**config.mk**
```make
export PLATFORM = sky130hd
export DESIGN_NAME = bc1_bc3_texture_block_decoder
export DESIGN_NICKNAME = d
export VERILOG_FILES = /design/src/hw/rtl/bcd_pkg.sv /design/src/hw/rtl/bcd_cfg_regs.sv /design/src/hw/rtl/bcd_palette.sv /design/src/hw/rtl/bcd_block_seq.sv /design/src/hw/rtl/bc1_bc3_texture_block_decoder.sv
export SDC_FILE = /design/constraint.sdc
export NUM_CORES = 2
export LEC_CHECK = 0
export BUFFER_PORTS_ARGS = -buffer_cell sky130_fd_sc_hd__buf_2
export CAP_MARGIN = 10
export CORE_AREA = 2 2 332 334
export CTS_CLUSTER_SIZE = 8
export DETAILED_ROUTE_END_ITERATION = 7
export DIE_AREA = 0 0 334 336
export PLACE_DENSITY = 0.64
export SLEW_MARGIN = 20
export SYNTH_ARGS = -nofsm -noshare
export SYNTH_HDL_FRONTEND = slang
export SYNTH_SLANG_ARGS = --single-unit
```
**constraint.sdc**
```tcl
create_clock -name clk -period 9.16 [get_ports clk]
set_input_delay 1.832 -clock clk [delete_from_list [all_inputs] [get_ports clk]]
set_output_delay 1.832 -clock clk [all_outputs]
set_load 0.02 [all_outputs]
```
**src/hw/rtl/bcd_pkg.sv**
```systemverilog
package bcd_pkg;

    localparam int MAX_IMAGE_DIM = 4096;
    localparam int DIM_W         = $clog2(MAX_IMAGE_DIM) + 1;
    localparam int COORD_W       = $clog2(MAX_IMAGE_DIM);
    localparam int BLK_W         = COORD_W - 2;
    localparam int ADDR_W        = 4;

    localparam logic [1:0] REG_FORMAT = 2'd0;
    localparam logic [1:0] REG_WIDTH  = 2'd1;
    localparam logic [1:0] REG_HEIGHT = 2'd2;

    typedef struct packed {
        logic             fmt_bc3;
        logic [DIM_W-1:0] width;
        logic [DIM_W-1:0] height;
    } cfg_t;

    typedef struct packed {
        logic [15:0]      ea;
        logic [15:0]      eb;
        logic [31:0]      csel;
        logic [7:0]       a0;
        logic [7:0]       a1;
        logic [47:0]      asel;
        logic [BLK_W-1:0] blk_col;
        logic [BLK_W-1:0] blk_row;
        logic [1:0]       last_col;
        logic [1:0]       last_row;
    } blk_t;

    typedef struct packed {
        logic [3:0][23:0] rgb;
        logic [7:0][7:0]  alpha;
        logic             four;
    } pal_t;

    typedef struct packed {
        logic       valid;
        logic [1:0] tcol;
        logic [1:0] trow;
        logic       last;
    } emit_t;

    function automatic logic [23:0] widen565(input logic [15:0] c);
        logic [4:0] r;
        logic [5:0] g;
        logic [4:0] b;
        r = c[15:11];
        g = c[10:5];
        b = c[4:0];
        return {r, r[4:2], g, g[5:4], b, b[4:2]};
    endfunction

    // reciprocal multiply, exact for v < 2048
    function automatic logic [7:0] div3(input logic [9:0] v);
        logic [20:0] p;
        p = {11'd0, v} * 21'd683;
        return p[18:11];
    endfunction

    // exact for v < 16384
    function automatic logic [7:0] div5(input logic [10:0] v);
        logic [22:0] p;
        p = {12'd0, v} * 23'd3277;
        return p[21:14];
    endfunction

    // exact for v < 5461
    function automatic logic [7:0] div7(input logic [10:0] v);
        logic [22:0] p;
        p = {12'd0, v} * 23'd2341;
        return p[21:14];
    endfunction

    function automatic logic [DIM_W-1:0] clamp_dim(input logic [DIM_W-1:0] v);
        if (v == '0)
        begin
            return DIM_W'(1);
        end
        else if (v > DIM_W'(MAX_IMAGE_DIM))
        begin
            return DIM_W'(MAX_IMAGE_DIM);
        end
        return v;
    endfunction

endpackage

```
**src/hw/rtl/bcd_cfg_regs.sv**
```systemverilog
module bcd_cfg_regs
    import bcd_pkg::*;
(
    input  logic              clk,
    input  logic              rst_n,
    input  logic              psel,
    input  logic              penable,
    input  logic              pwrite,
    input  logic [ADDR_W-1:0] paddr,
    input  logic [31:0]       pwdata,
    output logic [31:0]       prdata,
    output logic              pready,
    output cfg_t              cfg
);

    logic             fmt_reg;
    logic [DIM_W-1:0] width_reg;
    logic [DIM_W-1:0] height_reg;
    logic [1:0]       reg_idx;
    logic             wr_en;

    assign reg_idx = paddr[3:2];
    assign wr_en   = psel && penable && pwrite;
    assign pready  = 1'b1;

    always_ff @(posedge clk or negedge rst_n)
    begin
        if (!rst_n)
        begin
            fmt_reg    <= 1'b0;
            width_reg  <= DIM_W'(MAX_IMAGE_DIM);
            height_reg <= DIM_W'(MAX_IMAGE_DIM);
        end
        else if (wr_en)
        begin
            case (reg_idx)
                REG_FORMAT: fmt_reg    <= pwdata[0];
                REG_WIDTH:  width_reg  <= pwdata[DIM_W-1:0];
                REG_HEIGHT: height_reg <= pwdata[DIM_W-1:0];
                default:    ;
            endcase
        end
    end

    always_comb
    begin
        case (reg_idx)
            REG_FORMAT: prdata = {31'd0, fmt_reg};
            REG_WIDTH:  prdata = {{(32-DIM_W){1'b0}}, width_reg};
            REG_HEIGHT: prdata = {{(32-DIM_W){1'b0}}, height_reg};
            default:    prdata = 32'd0;
        endcase
    end

    assign cfg.fmt_bc3 = fmt_reg;
    assign cfg.width   = clamp_dim(width_reg);
    assign cfg.height  = clamp_dim(height_reg);

endmodule

```
**src/hw/rtl/bcd_palette.sv**
```systemverilog
module bcd_palette
    import bcd_pkg::*;
(
    input  blk_t blk,
    output pal_t pal
);

    logic [23:0] c0;
    logic [23:0] c1;
    logic        four;

    assign c0   = widen565(blk.ea);
    assign c1   = widen565(blk.eb);
    assign four = blk.ea > blk.eb;

    always_comb
    begin
        logic [7:0]  a;
        logic [7:0]  b;
        logic [8:0]  avg;
        logic [10:0] s;
        pal.rgb[0] = c0;
        pal.rgb[1] = c1;
        pal.rgb[2] = '0;
        pal.rgb[3] = '0;
        pal.four   = four;
        for (int ch = 0; ch < 3; ch++)
        begin
            a   = c0[8*ch +: 8];
            b   = c1[8*ch +: 8];
            avg = {1'b0, a} + {1'b0, b};
            if (four)
            begin
                pal.rgb[2][8*ch +: 8] = div3({1'b0, a, 1'b0} + {2'b00, b});
                pal.rgb[3][8*ch +: 8] = div3({2'b00, a} + {1'b0, b, 1'b0});
            end
            else
            begin
                pal.rgb[2][8*ch +: 8] = avg[8:1];
                pal.rgb[3][8*ch +: 8] = 8'h00;
            end
        end

        // alpha palette, 8-entry or 6-entry mode
        pal.alpha    = '0;
        pal.alpha[0] = blk.a0;
        pal.alpha[1] = blk.a1;
        if (blk.a0 > blk.a1)
        begin
            for (int k = 1; k <= 6; k++)
            begin
                s = 11'(7 - k) * {3'd0, blk.a0} + 11'(k) * {3'd0, blk.a1};
                pal.alpha[k+1] = div7(s);
            end
        end
        else
        begin
            for (int k = 1; k <= 4; k++)
            begin
                s = 11'(5 - k) * {3'd0, blk.a0} + 11'(k) * {3'd0, blk.a1};
                pal.alpha[k+1] = div5(s);
            end
            pal.alpha[6] = 8'h00;
            pal.alpha[7] = 8'hFF;
        end
    end

endmodule

```
**src/hw/rtl/bcd_block_seq.sv**
```systemverilog
module bcd_block_seq
    import bcd_pkg::*;
(
    input  logic        clk,
    input  logic        rst_n,
    input  cfg_t        cfg,
    input  logic        in_valid,
    output logic        in_stall,
    input  logic [15:0] endpoint_a,
    input  logic [15:0] endpoint_b,
    input  logic [31:0] color_selectors,
    input  logic [7:0]  alpha_end_a,
    input  logic [7:0]  alpha_end_b,
    input  logic [47:0] alpha_selectors,
    input  logic        load_ok,
    output blk_t        blk,
    output emit_t       emit
);

    logic             blk_valid_reg, blk_valid_next;
    logic [BLK_W-1:0] pos_col_reg, pos_col_next;
    logic [BLK_W-1:0] pos_row_reg, pos_row_next;
    logic [1:0]       tcol_reg, tcol_next;
    logic [1:0]       trow_reg, trow_next;
    blk_t             blk_reg;

    logic             accept;
    logic             is_last;
    logic             do_emit;
    logic [DIM_W-1:0] base_x;
    logic [DIM_W-1:0] base_y;
    logic [DIM_W-1:0] span_x;
    logic [DIM_W-1:0] span_y;
    logic             hit_x;
    logic             hit_y;
    logic [DIM_W-1:0] w_round;
    logic [DIM_W-1:0] h_round;
    logic [BLK_W:0]   col_inc;
    logic [BLK_W:0]   row_inc;

    assign is_last  = (tcol_reg == blk_reg.last_col) && (trow_reg == blk_reg.last_row);
    assign do_emit  = blk_valid_reg && load_ok;
    assign in_stall = blk_valid_reg && !(load_ok && is_last);
    assign accept   = in_valid && !in_stall;

    // visible span of the block at the current position
    assign base_x = {1'b0, pos_col_reg, 2'b00};
    assign base_y = {1'b0, pos_row_reg, 2'b00};
    assign span_x = cfg.width - base_x;
    assign span_y = cfg.height - base_y;
    assign hit_x  = cfg.width > base_x;
    assign hit_y  = cfg.height > base_y;

    // blocks per row and block rows, rounded up
    assign w_round = cfg.width + DIM_W'(3);
    assign h_round = cfg.height + DIM_W'(3);
    assign col_inc = {1'b0, pos_col_reg} + (BLK_W+1)'(1);
    assign row_inc = {1'b0, pos_row_reg} + (BLK_W+1)'(1);

    always_comb
    begin
        blk_valid_next = blk_valid_reg;
        tcol_next      = tcol_reg;
        trow_next      = trow_reg;
        pos_col_next   = pos_col_reg;
        pos_row_next   = pos_row_reg;
        if (do_emit)
        begin
            if (is_last)
            begin
                blk_valid_next = 1'b0;
            end
            else if (tcol_reg == blk_reg.last_col)
            begin
                tcol_next = 2'd0;
                trow_next = trow_reg + 2'd1;
            end
            else
            begin
                tcol_next = tcol_reg + 2'd1;
            end
        end
        if (accept)
        begin
            blk_valid_next = hit_x && hit_y;
            tcol_next      = 2'd0;
            trow_next      = 2'd0;
            if (col_inc >= w_round[DIM_W-1:2])
            begin
                pos_col_next = '0;
                if (row_inc >= h_round[DIM_W-1:2])
                begin
                    pos_row_next = '0;
                end
                else
                begin
                    pos_row_next = row_inc[BLK_W-1:0];
                end
            end
            else
            begin
                pos_col_next = col_inc[BLK_W-1:0];
            end
        end
    end

    always_ff @(posedge clk or negedge rst_n)
    begin
        if (!rst_n)
        begin
            blk_valid_reg <= 1'b0;
            tcol_reg      <= 2'd0;
            trow_reg      <= 2'd0;
            pos_col_reg   <= '0;
            pos_row_reg   <= '0;
        end
        else
        begin
            blk_valid_reg <= blk_valid_next;
            tcol_reg      <= tcol_next;
            trow_reg      <= trow_next;
            pos_col_reg   <= pos_col_next;
            pos_row_reg   <= pos_row_next;
        end
    end

    always_ff @(posedge clk)
    begin
        if (accept)
        begin
            blk_reg.ea       <= endpoint_a;
            blk_reg.eb       <= endpoint_b;
            blk_reg.csel     <= color_selectors;
            blk_reg.a0       <= alpha_end_a;
            blk_reg.a1       <= alpha_end_b;
            blk_reg.asel     <= alpha_selectors;
            blk_reg.blk_col  <= pos_col_reg;
            blk_reg.blk_row  <= pos_row_reg;
            blk_reg.last_col <= (span_x >= DIM_W'(4)) ? 2'd3 : 2'(span_x - DIM_W'(1));
            blk_reg.last_row <= (span_y >= DIM_W'(4)) ? 2'd3 : 2'(span_y - DIM_W'(1));
        end
    end

    assign blk        = blk_reg;
    assign emit.valid = do_emit;
    assign emit.tcol  = tcol_reg;
    assign emit.trow  = trow_reg;
    assign emit.last  = is_last;

endmodule

```
**src/hw/rtl/bc1_bc3_texture_block_decoder.sv**
```systemverilog
// BC1 / BC3 texture block decoder
// input channel: one compressed 4x4 block per transaction (in_valid / in_stall),
// blocks in raster block order across the configured image
// output channel: one texel per transaction (out_valid / out_stall) with its
// image column and row, ARGB color and a block_last flag on the final texel
// emitted for the block; texels outside the image are not emitted
// a block is held in a block register and its texels leave one per cycle,
// while the output is not stalled, through an output register; a full block
// yields sixteen texels, fewer at clipped edges
// the next block is taken in the same cycle that the last texel moves out,
// so blocks stream back to back with no bubble
// a fully clipped block is taken and produces nothing
// stalling the output freezes the output register and the texel walk; the
// input then stalls once the current block is held
// reset clears the block position to the image origin, empties both stages
// and sets BC1 format with a 4096 x 4096 image; the format and size registers
// sit on the APB port, to be written by the user only while idle (unenforced)
module bc1_bc3_texture_block_decoder
    import bcd_pkg::*;
(
    input  logic               clk,
    input  logic               rst_n,
    input  logic               psel,
    input  logic               penable,
    input  logic               pwrite,
    input  logic [ADDR_W-1:0]  paddr,
    input  logic [31:0]        pwdata,
    output logic [31:0]        prdata,
    output logic               pready,
    input  logic               in_valid,
    output logic               in_stall,
    input  logic [15:0]        endpoint_a,
    input  logic [15:0]        endpoint_b,
    input  logic [31:0]        color_selectors,
    input  logic [7:0]         alpha_end_a,
    input  logic [7:0]         alpha_end_b,
    input  logic [47:0]        alpha_selectors,
    output logic               out_valid,
    input  logic               out_stall,
    output logic [COORD_W-1:0] pixel_col,
    output logic [COORD_W-1:0] pixel_row,
    output logic [31:0]        argb,
    output logic               block_last
);

    cfg_t  cfg;
    blk_t  blk;
    pal_t  pal;
    emit_t emit;

    logic               out_valid_reg;
    logic [COORD_W-1:0] pixel_col_reg;
    logic [COORD_W-1:0] pixel_row_reg;
    logic [31:0]        argb_reg;
    logic               block_last_reg;
    logic               load_ok;
    logic [3:0]         tidx;
    logic [1:0]         ci;
    logic [2:0]         ai;
    logic [5:0]         a_pos;
    logic [7:0]         alpha_sel;
    logic [31:0]        argb_next;

    bcd_cfg_regs u_cfg_regs (
        .clk     (clk),
        .rst_n   (rst_n),
        .psel    (psel),
        .penable (penable),
        .pwrite  (pwrite),
        .paddr   (paddr),
        .pwdata  (pwdata),
        .prdata  (prdata),
        .pready  (pready),
        .cfg     (cfg)
    );

    bcd_block_seq u_block_seq (
        .clk             (clk),
        .rst_n           (rst_n),
        .cfg             (cfg),
        .in_valid        (in_valid),
        .in_stall        (in_stall),
        .endpoint_a      (endpoint_a),
        .endpoint_b      (endpoint_b),
        .color_selectors (color_selectors),
        .alpha_end_a     (alpha_end_a),
        .alpha_end_b     (alpha_end_b),
        .alpha_selectors (alpha_selectors),
        .load_ok         (load_ok),
        .blk             (blk),
        .emit            (emit)
    );

    bcd_palette u_palette (
        .blk (blk),
        .pal (pal)
    );

    assign load_ok = !out_valid_reg || !out_stall;

    // texel color select
    assign tidx  = {emit.trow, emit.tcol};
    assign ci    = blk.csel[{tidx, 1'b0} +: 2];
    assign a_pos = {2'b00, tidx} + {1'b0, tidx, 1'b0};
    assign ai    = blk.asel[a_pos +: 3];

    always_comb
    begin
        if (cfg.fmt_bc3)
        begin
            alpha_sel = pal.alpha[ai];
        end
        else if (ci == 2'd3 && !pal.four)
        begin
            alpha_sel = 8'h00;
        end
        else
        begin
            alpha_sel = 8'hFF;
        end
        argb_next = {alpha_sel, pal.rgb[ci]};
    end

    always_ff @(posedge clk or negedge rst_n)
    begin
        if (!rst_n)
        begin
            out_valid_reg <= 1'b0;
        end
        else if (load_ok)
        begin
            out_valid_reg <= emit.valid;
        end
    end

    always_ff @(posedge clk)
    begin
        if (emit.valid)
        begin
            pixel_col_reg  <= {blk.blk_col, emit.tcol};
            pixel_row_reg  <= {blk.blk_row, emit.trow};
            argb_reg       <= argb_next;
            block_last_reg <= emit.last;
        end
    end

    assign out_valid  = out_valid_reg;
    assign pixel_col  = pixel_col_reg;
    assign pixel_row  = pixel_row_reg;
    assign argb       = argb_reg;
    assign block_last = block_last_reg;

endmodule

```
==> impl_metrics.csv <==
group,metric,value,unit
yosys,syn_inst,4492,
floorplan,core_area,0.108,mm²
timing,post-route-period-util,95.2,%
global_routing,overflow,0,
setup_path,rr_startpoint,"u_block_seq.blk[82]",
clock_tree,clk_pin_slew,0.06,ns
global_routing,grt_pass1_vias,34154,
setup_path,path_class,"reg2reg",
yosys,netlist_area,0.0463,mm²
timing,finalSetupViolations,0,
placed_design,gp_congestion,0.903,
setup_path,crit_top_cell,"ha_1",
floorplan,dieWidth,334,µm
drt,drtIter0Drc,1810,
floorplan,rows,121,
timing,setup_tns,0,ns
timing,clock-skew-final,0.0488,ns
timing,worst_slew_pin_slew,1.12,ns
cells_and_area,drive_above_1_share,9.06,%
run_status,outcome,"complete, no violations",
setup_path,startpoint_type,"flip-flop",
yosys,seq_area_frac_synth,16.4,%
clock_tree,cts-root-buf,"clkbuf_16",
placed_design,dp_hpwl,94.6,mm
setup_path,cp_slowest_cell,"edfxtp_1",
run,cap_violations,0,
floorplan,ios,263,
cells_and_area,register_area,0.00761,mm²
setup_path,startpoint,"u_block_seq.blk[82]",
cells_and_area,multi_input_comb_area,0.0358,mm²
clock_tree,clock_latency,0.60,ns
timing,finalCriticalPeriod,8.72,ns
clock_tree,cts_tree,"done",
setup_path,slowest_delay,0.65,ns
drt,routed_wl,113,mm
clock_tree,clock-sinks,262,
setup_path,rrSetupSlack,0.44,ns
timing,slew_violations,0,
setup_path,reg2reg_to,"argb[31]",
global_routing,antenna_found_initial,9,
cells_and_area,layout.nets,6485,
placed_design,port_buffers,221,
global_routing,grt_max_degree,106,
yosys,synth_edf_count,209,
setup_path,worstPathRequired,9.46,ns
yosys,yosysWarningCount,0,
setup_path,path_max_fanout,9,
drt,routedWlPerCell,18.3,µm
floorplan,initial_core_util,42.7,%
cells_and_area,fillers,10024,
cells_and_area,largest_reg_flops,152,
floorplan,die_height,336,µm
timing,rsz0062_at_grt,"false",
yosys,synthFlopType,"edfxtp_1",
setup_path,worstSetupEndpoint,"argb[31]",
timing,maxSlewHeadroom,25.1,%
clock_tree,clockBufferDepth,3,
yosys,yosys_register_bits,262,
clock_tree,cts_buffers,41,
cells_and_area,syn_to_final_growth,9.15,%
drt,postRouteAntennaNets,0,
setup_path,ff2ff_path_depth,32,
clock_tree,cts_setup_buffers,0,
hold_path,min_path_type,"reg2reg",
yosys,synth_cell_type_count,90,
global_routing,grtUsageTotal,20.5,%
timing,hold_violations,0,
timing,max_freq,115,MHz
setup_path,timing.critical_path.arrival,9.01,ns
setup_path,end_kind,"flip-flop",
drt,vias,33217,
drt,drcViolationCount,0,
drt,viasPerCell,5.37,
floorplan,die-area,0.112,mm²
drt,drt_first_pass_iters,6,
global_routing,grt_pass1_wl,183,mm
yosys,async_flop_share,20.2,%
clock_tree,cts_max_level,2,
yosys,syn_avg_cell_area,10.3,µm²
synth_stat cells (all sizes together), types with 53 or more instances:
cell    instances  area share [%]
nand3          63            0.68
fa            374              16
a21o           70             1.1
xor2           94             1.8
edfxtp        209              14
nor2b          64            0.86
inv           719             5.8
xnor2         240             4.5
nand2         138             1.1
o21bai         53            0.86
nor2          159             1.3
o21ai         125             1.4
a21oi         216             2.3
ha           1198              32
placed cells by master, fill, tap and decap left out, drive strengths merged, types with 70 or more instances in the layout:
cell type | Yosys | final
fa | 374 | 374
xor2 | 94 | 94
inv | 719 | 719
xnor2 | 240 | 240
a21oi | 216 | 216
o21ai | 125 | 125
ha | 1198 | 1198
edfxtp | 209 | 209
buf | 43 | 265
nor2 | 159 | 159
a21o | 70 | 70
nand2 | 138 | 138
worst max-delay path, delay by kind of cell, from the launching register on:
family	cells	cell delay, ns
buffers and inverters	4	0.27
DFF	1	0.65
and+or+nand+nor	3	0.70
xor gates and xnor gates	4	0.94
AOI/OAI and AO/OA	13	2.62
adders and majority gates	8	3.22
worst min path at each step:
stage / from / end / cells after the start
6_report: u_block_seq.blk[18] / pixel_col[6] / 0
5_1_grt: u_block_seq.blk[18] / pixel_col[6] / 0
4_1_cts: u_block_seq.blk[18] / pixel_col[6] / 0
3_5_place_dp: u_block_seq.blk[21] / pixel_col[9] / 0
3_3_place_gp: u_block_seq.blk[21] / pixel_col[9] / 0
2_1_floorplan: u_block_seq.blk[22] / pixel_col[10] / 0
stage by stage:
stage / instance area (µm²) / hold WS, ns / setup slack (ns) / cells / utilization, %
2_1_floorplan: 46400 / 0.400 / 1.09 / 4510 / -
3_3_place_gp: 49200 / 0.403 / 0.513 / 6113 / 45.4
3_5_place_dp: 49200 / 0.405 / 0.352 / 6113 / 45.4
4_1_cts: 50500 / 0.401 / 0.334 / 6184 / 46.6
5_1_grt: 50600 / 0.410 / 0.00168 / 6185 / 46.6
6_report: 50600 / 0.393 / 0.443 / 6191 / 46.7
final cells by class:
class / count / share of cell area [%]
clock buffer: 60 / 2.17
antenna: 7 / 0.0346
multi-input combinational: 3453 / 70.7
clock inverter: 11 / 0.349
inverter: 719 / 5.35
timing repair buffer: 265 / 2.87
tap: 1414 / 3.50
sequential: 262 / 15.0
per-layer routing:
metal / global-route usage, % / wire length [µm] / up-vias
li1: - / - / 16320
met1: 27.9 / 51700 / 16104
met2: 34.5 / 52900 / 640
met3: 2.51 / 5720 / 149
met4: 4.93 / 2780 / 4
met5: 0 / 17 / -
cells by family (layout without fill, tap and decap cells):
kind of cell               after synthesis  in the layout  share of synthesized area (%)
DFF                                    262            262                           16.4
buffers and inverters                  795           1055                           6.75
AOI/OAI and AO/OA                      772            772                           11.0
xor gates and xnor gates               336            336                           6.41
muxes                                  110            110                           3.90
other                                    2             27                         0.0162
adders and majority gates             1572           1572                           48.5
and+or+nand+nor                        643            643                           6.97
timing repair:
| action | CTS | global route |
|---|---|---|
| endpoints found under the setup margin | 0 | 4 |
| hold buffers | 0 | 0 |
| resized for setup | 0 | 5 |
Power is left out: the tool's default activity adds up to more than one toggle a clock period on the data nets, which glitch-free logic cannot reach.
